## config.mk

```make
export PLATFORM = sky130hd
export DESIGN_NAME = lru_page_replacement
export DESIGN_NICKNAME = d
export VERILOG_FILES = /design/src/lrupr_pkg.sv /design/src/lrupr_ctrl.sv /design/src/lrupr_dpath.sv /design/src/lru_page_replacement.sv
export VERILOG_INCLUDE_DIRS = /design/src /design/src/src
export SDC_FILE = /design/constraint.sdc
export NUM_CORES = 1
export LEC_CHECK = 0
export ABC_AREA = 1
export BUFFER_PORTS_ARGS = -buffer_cell sky130_fd_sc_hd__buf_2
export CORE_AREA = 4 4 123 184
export CTS_BUF_LIST = sky130_fd_sc_hd__clkbuf_16
export DETAILED_ROUTE_END_ITERATION = 8
export DIE_AREA = 0 0 127 188
export PLACE_DENSITY_LB_ADDON = 0.15
export SYNTH_ARGS = -nofsm -noshare
export SYNTH_HDL_FRONTEND = slang
export SYNTH_SLANG_ARGS = --single-unit
```

## constraint.sdc

```tcl
create_clock -name clock -period 2.7 [get_ports clock]
set_clock_uncertainty 0.2 [all_clocks]
set_input_delay 0 -clock clock [delete_from_list [all_inputs] [get_ports clock]]
set_output_delay 0 -clock clock [all_outputs]
set_load 0.01 [all_outputs]
```

## src/lru_page_replacement_macros.svh

```systemverilog
// ----------------------------------------------------------------------------
// lru page replacement assertion macros
// shared concurrent assertion forms, clocked on clock and held off in reset
// ----------------------------------------------------------------------------
`ifndef LRU_PAGE_REPLACEMENT_MACROS_SVH
`define LRU_PAGE_REPLACEMENT_MACROS_SVH

// same-cycle implication
`define LRUPR_ASSERT_IMPL(lbl, ante, cons, msg) \
   lbl: assert property (@(posedge clock) disable iff (reset) (ante) |-> (cons)) \
      else $error(msg);

// next-cycle implication
`define LRUPR_ASSERT_NEXT(lbl, ante, cons, msg) \
   lbl: assert property (@(posedge clock) disable iff (reset) (ante) |=> (cons)) \
      else $error(msg);

`endif

```

## src/lrupr_pkg.sv

```systemverilog
// ----------------------------------------------------------------------------
// lrupr_pkg
// shared constants and controller/datapath interface types
// ----------------------------------------------------------------------------
package lrupr_pkg;

   localparam int FRAMES_DEF    = 8;
   localparam int PAGE_BITS_DEF = 8;

   localparam int PAGE_NUMBER_W  = 8;
   localparam int FRAME_COUNT_W  = 4;
   localparam int FRAME_INDEX_W  = 3;
   localparam int EVICTED_PAGE_W = 8;
   localparam int FAULT_TOTAL_W  = 32;

   localparam logic [FRAME_COUNT_W-1:0] FRAME_COUNT_RESET = 4'd8;
   localparam logic [FAULT_TOTAL_W-1:0] FAULT_TOTAL_MAX   = '1;

   typedef struct packed {
      logic load;
      logic lookup;
      logic fetch;
      logic step;
      logic commit;
   } cmd_type;

   typedef struct packed {
      logic hit_found;
      logic empty_found;
      logic scan_done;
   } status_type;

endpackage

```

## src/lrupr_ctrl.sv

```systemverilog
// ----------------------------------------------------------------------------
// lrupr_ctrl
// sequencer: accept, lookup, victim scan, commit into the result register
// ----------------------------------------------------------------------------
`include "lru_page_replacement_macros.svh"

module lrupr_ctrl (
   input  logic                  clock,
   input  logic                  reset,
   input  logic                  req_valid,
   output logic                  req_ready,
   output logic                  rsp_valid,
   input  logic                  rsp_ready,
   input  lrupr_pkg::status_type status,
   output lrupr_pkg::cmd_type    cmd
);
   import lrupr_pkg::*;

   typedef enum logic [1:0] {
      ST_IDLE,
      ST_LOOKUP,
      ST_SCAN,
      ST_COMMIT
   } state_type;

   state_type state_ff, state_in;
   logic      rsp_valid_ff, rsp_valid_in;
   logic      out_free;

   assign out_free  = !rsp_valid_ff || rsp_ready;
   assign req_ready = (state_ff == ST_IDLE);
   assign rsp_valid = rsp_valid_ff;

   always_comb begin
      cmd          = '0;
      state_in     = state_ff;
      rsp_valid_in = rsp_valid_ff && !rsp_ready;
      case (state_ff)
         ST_IDLE: begin
            if (req_valid) begin
               cmd.load = 1'b1;
               state_in = ST_LOOKUP;
            end
         end
         ST_LOOKUP: begin
            cmd.lookup = 1'b1;
            state_in   = ST_SCAN;
         end
         ST_SCAN: begin
            if (status.hit_found) begin
               cmd.fetch = 1'b1;
               state_in  = ST_COMMIT;
            end else if (status.empty_found || status.scan_done) begin
               state_in = ST_COMMIT;
            end else begin
               cmd.step = 1'b1;
            end
         end
         ST_COMMIT: begin
            if (out_free) begin
               cmd.commit   = 1'b1;
               rsp_valid_in = 1'b1;
               state_in     = ST_IDLE;
            end
         end
         default: begin
            state_in = ST_IDLE;
         end
      endcase
   end

   always_ff @(posedge clock) begin
      if (reset) begin
         state_ff     <= ST_IDLE;
         rsp_valid_ff <= 1'b0;
      end else begin
         state_ff     <= state_in;
         rsp_valid_ff <= rsp_valid_in;
      end
   end

   `LRUPR_ASSERT_NEXT(a_one_word_at_a_time, req_valid && req_ready, !req_ready, "second word taken in flight")
   `LRUPR_ASSERT_NEXT(a_commit_shows_result, cmd.commit, rsp_valid, "commit without result")
   `LRUPR_ASSERT_NEXT(a_result_from_commit, !rsp_valid_ff && state_ff != ST_COMMIT, !rsp_valid_ff, "result without commit")

endmodule

```

## src/lrupr_dpath.sv

```systemverilog
// ----------------------------------------------------------------------------
// lrupr_dpath
// frame table, recency ranks, parallel match, victim scan and result register
// ----------------------------------------------------------------------------
`include "lru_page_replacement_macros.svh"

module lrupr_dpath #(
   parameter int FRAMES    = lrupr_pkg::FRAMES_DEF,
   parameter int PAGE_BITS = lrupr_pkg::PAGE_BITS_DEF
) (
   input  logic                                      clock,
   input  logic                                      reset,
   input  logic                                      csr_write_enable,
   input  logic [lrupr_pkg::FRAME_COUNT_W-1:0]       csr_write_data,
   input  logic [lrupr_pkg::PAGE_NUMBER_W-1:0]       req_page_number,
   input  lrupr_pkg::cmd_type                        cmd,
   output lrupr_pkg::status_type                     status,
   output logic                                      rsp_hit,
   output logic                                      rsp_fault,
   output logic [lrupr_pkg::FRAME_INDEX_W-1:0]       rsp_frame_index,
   output logic                                      rsp_evicted_valid,
   output logic [lrupr_pkg::EVICTED_PAGE_W-1:0]      rsp_evicted_page,
   output logic [lrupr_pkg::FAULT_TOTAL_W-1:0]       rsp_fault_total
);
   import lrupr_pkg::*;

   localparam int IDX_W  = (FRAMES > 1) ? $clog2(FRAMES) : 1;
   localparam int CNT_W  = $clog2(FRAMES + 1);
   localparam int RANK_W = IDX_W;

   logic [FRAME_COUNT_W-1:0]  frame_count_ff;
   logic [PAGE_BITS-1:0]      page_ff;
   logic [PAGE_BITS-1:0]      frame_page_ff [FRAMES];
   logic [FRAMES-1:0]         frame_valid_ff;
   logic [RANK_W-1:0]         rank_ff [FRAMES];
   logic                      hit_found_ff, empty_found_ff;
   logic [IDX_W-1:0]          hit_idx_ff, empty_idx_ff, victim_ff;
   logic [CNT_W-1:0]          scan_idx_ff;
   logic [RANK_W-1:0]         limit_ff;
   logic [FAULT_TOTAL_W-1:0]  fault_total_ff, fault_total_in;
   logic                      out_hit_ff, out_ev_valid_ff;
   logic [FRAME_INDEX_W-1:0]  out_frame_ff;
   logic [EVICTED_PAGE_W-1:0] out_ev_page_ff;
   logic [FAULT_TOTAL_W-1:0]  out_ft_ff;

   logic [CNT_W-1:0]  used_cnt;
   logic [FRAMES-1:0] in_use;
   logic              hit_any, empty_any;
   logic [IDX_W-1:0]  hit_sel, empty_sel;
   logic [IDX_W-1:0]  rank_addr, target_idx;
   logic [RANK_W-1:0] rank_rd;
   logic              is_fill, is_replace;

   // frames in use: zero counts as one, large values clip to the table size
   always_comb begin
      if (frame_count_ff == '0) begin
         used_cnt = CNT_W'(1);
      end else if (int'(frame_count_ff) > FRAMES) begin
         used_cnt = CNT_W'(FRAMES);
      end else begin
         used_cnt = CNT_W'(frame_count_ff);
      end
      for (int k = 0; k < FRAMES; k++) begin
         in_use[k] = (k < int'(used_cnt));
      end
   end

   // parallel match and first empty frame, lowest index wins
   always_comb begin
      hit_any   = 1'b0;
      hit_sel   = '0;
      empty_any = 1'b0;
      empty_sel = '0;
      for (int k = FRAMES - 1; k >= 0; k--) begin
         if (in_use[k] && frame_valid_ff[k] && frame_page_ff[k] == page_ff) begin
            hit_any = 1'b1;
            hit_sel = IDX_W'(k);
         end
         if (in_use[k] && !frame_valid_ff[k]) begin
            empty_any = 1'b1;
            empty_sel = IDX_W'(k);
         end
      end
   end

   assign rank_addr = cmd.fetch ? hit_idx_ff : scan_idx_ff[IDX_W-1:0];
   assign rank_rd   = rank_ff[rank_addr];

   assign is_fill    = !hit_found_ff && empty_found_ff;
   assign is_replace = !hit_found_ff && !empty_found_ff;
   assign target_idx = hit_found_ff ? hit_idx_ff : (empty_found_ff ? empty_idx_ff : victim_ff);

   assign fault_total_in = (fault_total_ff == FAULT_TOTAL_MAX) ? fault_total_ff
                                                               : fault_total_ff + FAULT_TOTAL_W'(1);

   assign status.hit_found   = hit_found_ff;
   assign status.empty_found = empty_found_ff;
   assign status.scan_done   = (scan_idx_ff >= used_cnt);

   // control state
   always_ff @(posedge clock) begin
      if (reset) begin
         frame_count_ff <= FRAME_COUNT_RESET;
         frame_valid_ff <= '0;
         fault_total_ff <= '0;
         for (int k = 0; k < FRAMES; k++) begin
            rank_ff[k] <= '0;
         end
      end else begin
         if (csr_write_enable) begin
            frame_count_ff <= csr_write_data;
         end
         if (cmd.commit) begin
            frame_valid_ff[target_idx] <= 1'b1;
            if (!hit_found_ff) begin
               fault_total_ff <= fault_total_in;
            end
            for (int k = 0; k < FRAMES; k++) begin
               if (IDX_W'(k) == target_idx) begin
                  rank_ff[k] <= '0;
               end else if (frame_valid_ff[k] && (is_fill || rank_ff[k] < limit_ff)) begin
                  rank_ff[k] <= rank_ff[k] + RANK_W'(1);
               end
            end
         end
      end
   end

   // payload
   always_ff @(posedge clock) begin
      if (cmd.load) begin
         page_ff <= PAGE_BITS'(req_page_number);
      end
      if (cmd.lookup) begin
         hit_found_ff   <= hit_any;
         hit_idx_ff     <= hit_sel;
         empty_found_ff <= empty_any;
         empty_idx_ff   <= empty_sel;
         scan_idx_ff    <= CNT_W'(1);
         victim_ff      <= '0;
         limit_ff       <= rank_ff[0];
      end
      if (cmd.fetch) begin
         limit_ff <= rank_rd;
      end
      if (cmd.step) begin
         if (rank_rd > limit_ff) begin
            victim_ff <= rank_addr;
            limit_ff  <= rank_rd;
         end
         scan_idx_ff <= scan_idx_ff + CNT_W'(1);
      end
      if (cmd.commit) begin
         if (!hit_found_ff) begin
            frame_page_ff[target_idx] <= page_ff;
         end
         out_hit_ff      <= hit_found_ff;
         out_frame_ff    <= FRAME_INDEX_W'(target_idx);
         out_ev_valid_ff <= is_replace;
         out_ev_page_ff  <= is_replace ? EVICTED_PAGE_W'(frame_page_ff[victim_ff]) : '0;
         out_ft_ff       <= hit_found_ff ? fault_total_ff : fault_total_in;
      end
   end

   assign rsp_hit           = out_hit_ff;
   assign rsp_fault         = !out_hit_ff;
   assign rsp_frame_index   = out_frame_ff;
   assign rsp_evicted_valid = out_ev_valid_ff;
   assign rsp_evicted_page  = out_ev_page_ff;
   assign rsp_fault_total   = out_ft_ff;

   `LRUPR_ASSERT_NEXT(a_total_never_drops, 1'b1, fault_total_ff >= $past(fault_total_ff), "fault total decreased")
   `LRUPR_ASSERT_NEXT(a_fault_counts, cmd.commit && !hit_found_ff, fault_total_ff != $past(fault_total_ff) || $past(fault_total_ff) == FAULT_TOTAL_MAX, "fault not counted")
   `LRUPR_ASSERT_NEXT(a_target_most_recent, cmd.commit, rank_ff[$past(target_idx)] == '0 && frame_valid_ff[$past(target_idx)], "target frame not most recent")

endmodule

```

## src/lru_page_replacement.sv

```systemverilog
// ----------------------------------------------------------------------------
// lru_page_replacement: fully associative lru frame table, one word per reference;
// a hit or a fill goes from accept through lookup to commit without stepping the victim
// scan, a replacement scans the frames in use one frame per cycle; one word in flight at a time
// reset clears all frames, ranks and the fault total, and sets the frame count to 8
// ----------------------------------------------------------------------------
module lru_page_replacement #(
   parameter int FRAMES    = lrupr_pkg::FRAMES_DEF,
   parameter int PAGE_BITS = lrupr_pkg::PAGE_BITS_DEF
) (
   input  logic                                 clock,
   input  logic                                 reset,
   input  logic                                 csr_write_enable,
   input  logic [lrupr_pkg::FRAME_COUNT_W-1:0]  csr_write_data,
   input  logic                                 req_valid,
   output logic                                 req_ready,
   input  logic [lrupr_pkg::PAGE_NUMBER_W-1:0]  req_page_number,
   output logic                                 rsp_valid,
   input  logic                                 rsp_ready,
   output logic                                 rsp_hit,
   output logic                                 rsp_fault,
   output logic [lrupr_pkg::FRAME_INDEX_W-1:0]  rsp_frame_index,
   output logic                                 rsp_evicted_valid,
   output logic [lrupr_pkg::EVICTED_PAGE_W-1:0] rsp_evicted_page,
   output logic [lrupr_pkg::FAULT_TOTAL_W-1:0]  rsp_fault_total
);
   import lrupr_pkg::*;

   cmd_type    cmd;
   status_type status;

   lrupr_ctrl u_ctrl (
      .clock     (clock),
      .reset     (reset),
      .req_valid (req_valid),
      .req_ready (req_ready),
      .rsp_valid (rsp_valid),
      .rsp_ready (rsp_ready),
      .status    (status),
      .cmd       (cmd)
   );

   lrupr_dpath #(
      .FRAMES    (FRAMES),
      .PAGE_BITS (PAGE_BITS)
   ) u_dpath (
      .clock             (clock),
      .reset             (reset),
      .csr_write_enable  (csr_write_enable),
      .csr_write_data    (csr_write_data),
      .req_page_number   (req_page_number),
      .cmd               (cmd),
      .status            (status),
      .rsp_hit           (rsp_hit),
      .rsp_fault         (rsp_fault),
      .rsp_frame_index   (rsp_frame_index),
      .rsp_evicted_valid (rsp_evicted_valid),
      .rsp_evicted_page  (rsp_evicted_page),
      .rsp_fault_total   (rsp_fault_total)
   );

endmodule

```

After elaboration in Yosys (flattened, before gate mapping) --
Memories as Yosys holds them, arrays and structs flattened. A register that Yosys moved wholly into a read port is not among the register bits. Cells that the tools add are included.
Cells by class: add/subtract/negate cells 10, $lt $le $gt $ge 21, multiplexer cells 143, reduce and logical (&&, ||, !) cells 71, bitwise operators 17, equality and inequality tests 22
Operators with widths (count):
- 3-bit two-way mux | 34
- 1-bit two-way mux | 92
- 8-bit equality test | 8
- 32-bit two-way mux | 2
- 1-bit logical AND | 36
- 32-bit by 1-bit adder with 32-bit output (second input constant) | 1
- 32-bit equality test (second input constant) | 1
- 3-bit by 1-bit adder with 3-bit output (second input constant) | 8
- 3-bit < comparator | 8
- 2-bit two-way mux | 9
- 3-bit by 4-bit < comparator with 1-bit output (first input constant) | 4
- 4-bit two-way mux | 4
- 1-bit OR | 16
- 1-bit logical NOT | 14
- 7-bit OR reduction | 2
- 3-bit equality test (first input constant) | 4
- 1-bit logical OR | 10
- 1-bit by 4-bit < comparator with 1-bit output (first input constant) | 2
- 2-bit by 4-bit < comparator with 1-bit output (first input constant) | 2
- 8-bit OR | 1
- 2-bit one-hot mux with 4 select lines | 1
- 4-bit OR reduction | 2
- 2-bit by 3-bit equality test with 1-bit output (first input constant) | 2
- 4-bit by 1-bit adder with 4-bit output (second input constant) | 1
- 18 further kinds | 20
Word-level totals: input port bits 17, flip-flop bits (word level) 110, output and inout port bits 48, RAM bits 88, memories 2
Memory list:
- u_dpath.frame_page_ff | depth 8, bits a word 8, rd ports 9, clocked after memory_dff 1, write ports 1, RTL line lrupr_dpath.sv:33 | logic [PAGE_BITS-1:0] frame_page_ff [FRAMES];
- u_dpath.rank_ff | depth 8, bits a word 3, rd ports 9, clocked after memory_dff 0, write ports 8, RTL line lrupr_dpath.sv:35 | logic [RANK_W-1:0] rank_ff [FRAMES];

Logic depth before layout (Yosys ltp) --
depth in word-level cells 13, depth in mapped cells 17, mapped depth without buffers 17

Cells and area by module --
A second synthesis with hierarchy kept.
Second synthesis, totals: cells, all modules 1368, area total of the unflattened synthesis 11651.2 µm²
By module, submodules not included:
- lrupr_dpath | instances 1, cells each 1327, area each 11372.2 µm²
- lrupr_ctrl | instances 1, cells each 41, area each 279.0 µm²

Least setup slack after synthesis --
No wires, ideal clock.
kind register to register, start reg u_ctrl.state_ff[1], end reg u_dpath.out_ev_page_ff[0], in the netlist u_dpath.rsp_evicted_page[0] (read register of u_dpath.frame_page_ff), enable pin, arrival 2129 ps, path slack -56 ps, cell stages (with the launch flop) 5, buffers on the path 1, cells stage by stage dfxtp_1 > ha_1 > nand2_1 > inv_1 > clkbuf_1
RTL lines:
- start: declaration | RTL line lrupr_ctrl.sv:26 | state_type state_ff, state_in;
- start signal: assignment | RTL line lrupr_ctrl.sv:77 | state_ff <= state_in;
- end: declaration | RTL line lrupr_dpath.sv:43 | logic [EVICTED_PAGE_W-1:0] out_ev_page_ff;

Final worst setup path --
start reg u_ctrl.state_ff[0], end reg u_dpath.victim_ff[1]
On the way: cells in the longest elaborated chain, start to end 7, elaborated cells between the ends (all ways) 10
RTL lines:
- 2-bit equality test | RTL line lrupr_ctrl.sv:38 | case (state_ff)
- 2-bit two-way mux | RTL line lrupr_ctrl.sv:38
- 3-bit two-way mux | RTL line lrupr_dpath.sv:86 | assign rank_addr = cmd.fetch ? hit_idx_ff : scan_idx_ff[IDX_W-1:0];
- memory read 8 x 3 bit
- 3-bit > comparator | RTL line lrupr_dpath.sv:147 | if (rank_rd > limit_ff) begin
- 3-bit two-way mux | RTL line lrupr_dpath.sv:147
- 3-bit two-way mux * | RTL line lrupr_dpath.sv:146 | if (cmd.step) begin
- end signal: assignment | RTL line lrupr_dpath.sv:148 | victim_ff <= rank_addr;
- end: declaration | RTL line lrupr_dpath.sv:37 | logic [IDX_W-1:0] hit_idx_ff, empty_idx_ff, victim_ff;
Mark *: on every way between the ends. The rest lies on a longest branch, timed or not. A chain may end at the register's enable or synchronous reset.

==> out/results.ini <==
[hold_path]
hp-start=req_page_number[6]
holdPathStages=2
min_to=u_dpath.page_ff[6]
hold_class=in -> reg

[power]
vdd.ir_drop.worst_mv=0.558
power.switching_mw=3.52
clkPwrFrac_pct=29.6
internal_power_mw=6.81
seqPwrFrac_pct=41.0
powerDensity_mw_per_mm2=773
netSwitchingFraction_pct=34.1
leakagePower_nw=5.68
p_comb_share_pct=29.4

[timing]
worst_pin_slew_ps=609
whs_ps=12.4
hold_viol=0
maxSlewViolCount=0
setup_viol=0
fin_crit_ps=2550
tns_ps=0
rsz0062_at_grt=true
period_share_pct=94.6
max_slew_margin_pct=59.4
max_freq_mhz=391

[clock_tree]
cts_made_buffers=21
cts_root_buffer=clkbuf_16
clk_latency_ps=520
cts_buffer_depth=3
clock_sinks=206
cts_tree=done
htree_levels=1
clk_pin_slew_ps=60

[setup_path]
worstReg2RegStart=u_ctrl.state_ff[0]
crit_path_start_kind=register
critPathArrivalTime_ps=2750
cp.required_ps=2890
rr_endpoint=u_dpath.victim_ff[1]
ff2ff_setup_slack_ps=150
crit_path_max_fanout=9
worstSetupEndpointType=register
r2r_cells=17
setup.worst_path.class=reg -> reg

[die]
start_util_pct=54.7
dieArea_mm2=0.0239
fp-row-count=65
coreArea_mm2=0.0210
num_io_pins=65
die_x_um=127
die_h_um=188

[synth]
synth_area_leaders=edfxtp_1 (40%), nand2_1 (10%), dfxtp_1 (9.2%), inv_1 (5.7%), nand3_1 (4.7%)
synth_top_area_share_pct=40.0
syn-num-nets=1422
yosysTopAreaCell=edfxtp_1
syn_avg_cell_area_um2=8.40
synth_edf_count=153
synth_flop_cell=edfxtp_1
synth_cells=1367
async_flop_share_pct=0
ys_seq_elements=206
synthDistinctLibCells=47
yosys_warnings=0
synth_area_mm2=0.0115
synth_sequential_area_ratio_pct=49.3

[cells_and_area]
regArea_mm2=0.00566
fill_cells=1852
post-route-util_pct=63.7
diodes=0
multiInputGateArea_mm2=0.00501
final_nets=1532
drive_gt1_share_pct=14.7
final_area_mm2=0.0134
area_delta_synth_final_pct=16.4

[placement]
gp_routability_congestion=0.912
port_buffers=64
hpwl_mm=22.4
place_area_mm2=0.0123

[drt]
first_pass_iters=5
vias=9715
wl_per_cell_um=17.4
drtAntennaViolNets=0
via_per_inst=5.52
drtIter0Drc=683
wirelength_mm=30.6
drc=0

[global_route]
grt_use_total_pct=25.5
grt_max_degree=64
grt_pass1_vias=9416
antenna_found_initial=0
overflow=0
grt_pass1_wl_mm=48.9

[flow_run]
maxCapViolCount=0

[status]
outcome=completed

## repair_timing
item	in CTS	in global routing
endpoints found under the hold margin	31	0
gates resized for setup	3	31
hold buffers	23	0
pin swaps	0	7
endpoints found under the setup margin	4	21
cloned	0	1
setup buffers	0	1
## cell usage in the layout (no fill, tap or decap), types with 4 or more instances in the layout
cell and count:
nand2_1 306, inv_1 173, edfxtp_1 153, nor2_1 111, nand3_1 104, a21oi_1 95
o21ai_0 93, buf_2 64, dfxtp_1 51, buf_4 41, ha_1 35, xor2_1 27
nor3_1 23, dlygate4sd3_1 23, clkbuf_16 22, nand4_1 21, nand2_2 21, xnor2_1 16
inv_2 13, o211ai_1 10, o21ai_1 7, o22ai_1 7, o211ai_2 7, nor2_2 5
nand2_4 5, nor3b_1 5, clkinv_2 4, nand3_2 4, clkinv_1 4, bufinv_16 4
## Yosys cell counts, types with 7 or more instances
master    count
nand2_1     313
inv_1       175
edfxtp_1    153
nor2_1      113
nand3_1     107
o21ai_0      98
a21oi_1      96
dfxtp_1      53
ha_1         38
xor2_1       27
nor3_1       23
clkbuf_1     21
nand4_1      21
nand2_2      17
xnor2_1      16
buf_2        10
inv_2        10
o211ai_1     10
o211ai_2      8
o22ai_1       7
## per-stage QoR
step,setup WS [ps],cells,power [mW]
final,146,1760,10.3
after global routing,-7.09,1760,11.0
after CTS,28.7,1758,10.2
after detailed placement,-32.4,1697,7.10
after global placement,33.9,1697,7.04
after floorplan,14.1,1367,6.18
## worst max-delay path by stage
stage	startpoint	endpoint	slack (ps)	cells after the start
6_report	u_ctrl.state_ff[0]	u_dpath.victim_ff[1]	150	17
5_1_grt	u_ctrl.state_ff[0]	u_dpath.victim_ff[2]	-7	17
4_1_cts	u_ctrl.state_ff[0]	u_dpath.victim_ff[1]	30	17
3_5_place_dp	u_ctrl.state_ff[0]	u_dpath.victim_ff[0]	-30	17
3_3_place_gp	u_ctrl.state_ff[0]	u_dpath.victim_ff[0]	30	17
2_1_floorplan	u_ctrl.state_ff[0]	u_dpath.limit_ff[0]	10	17
## kinds of logic after synthesis
kind of cell,count (synthesis),share of synthesized area (%)
DFF,206,49.3
AOI/OAI and AO/OA,235,11.7
adders and majority gates,38,4.14
and+or+nand+nor,614,23.4
xor gates and xnor gates,43,3.28
buffers and inverters,231,8.23
## power groups by stage
stage / combinational, mW / clock (mW) / sequential [mW]
CTS: 2.86 / 3.12 / 4.22
finish: 3.03 / 3.06 / 4.23
detailed placement: 2.82 / 0 / 4.28
floorplan: 1.91 / 0 / 4.27
global placement: 2.76 / 0 / 4.28
global route: 3.42 / 3.27 / 4.27
## critical path, stage by stage (launching register included)
cell,delay (ps)
dfxtp_2,320
inv_2,70
ha_4,160
nand2_4,90
nand2_4,80
nand2_4,80
buf_12,150
nand2_1,50
nand3_1,90
nand3_1,120
nand2_2,90
ha_4,270
nand2_1,60
o21ai_2,130
nand4_1,140
buf_4,200
nand3_1,60
o21ai_0,80
## final cells by class
cell class	instances	share of cell area [%]
flip-flops and latches	206	42.3
repair buffers	132	7.06
multi-input cells	930	37.5
well taps	268	2.51
clock inverters	17	1.45
clock buffers	21	3.93
inverters	186	5.23
## per-layer routing
layer	vias up	global-route usage, %	share of wire [%]
li1	4797	-	-
met1	4543	31.9	40
met2	300	44.4	51
met3	75	3.36	5.1
met4	0	9.99	4.0
met5	-	0	0
## state kept, by name, summed over array words and instances, names as in the netlist, 4 cells and up
signal and count:
u_dpath.fault_total_ff 32, u_dpath.frame_count_ff 4, u_dpath.frame_page_ff 64, u_dpath.frame_valid_ff 8, u_dpath.page_ff 8, u_dpath.rank_ff 24, u_dpath.rsp_evicted_page 8, u_dpath.rsp_fault_total 32
u_dpath.scan_idx_ff 4
Power figures use the tool's default switching activity.
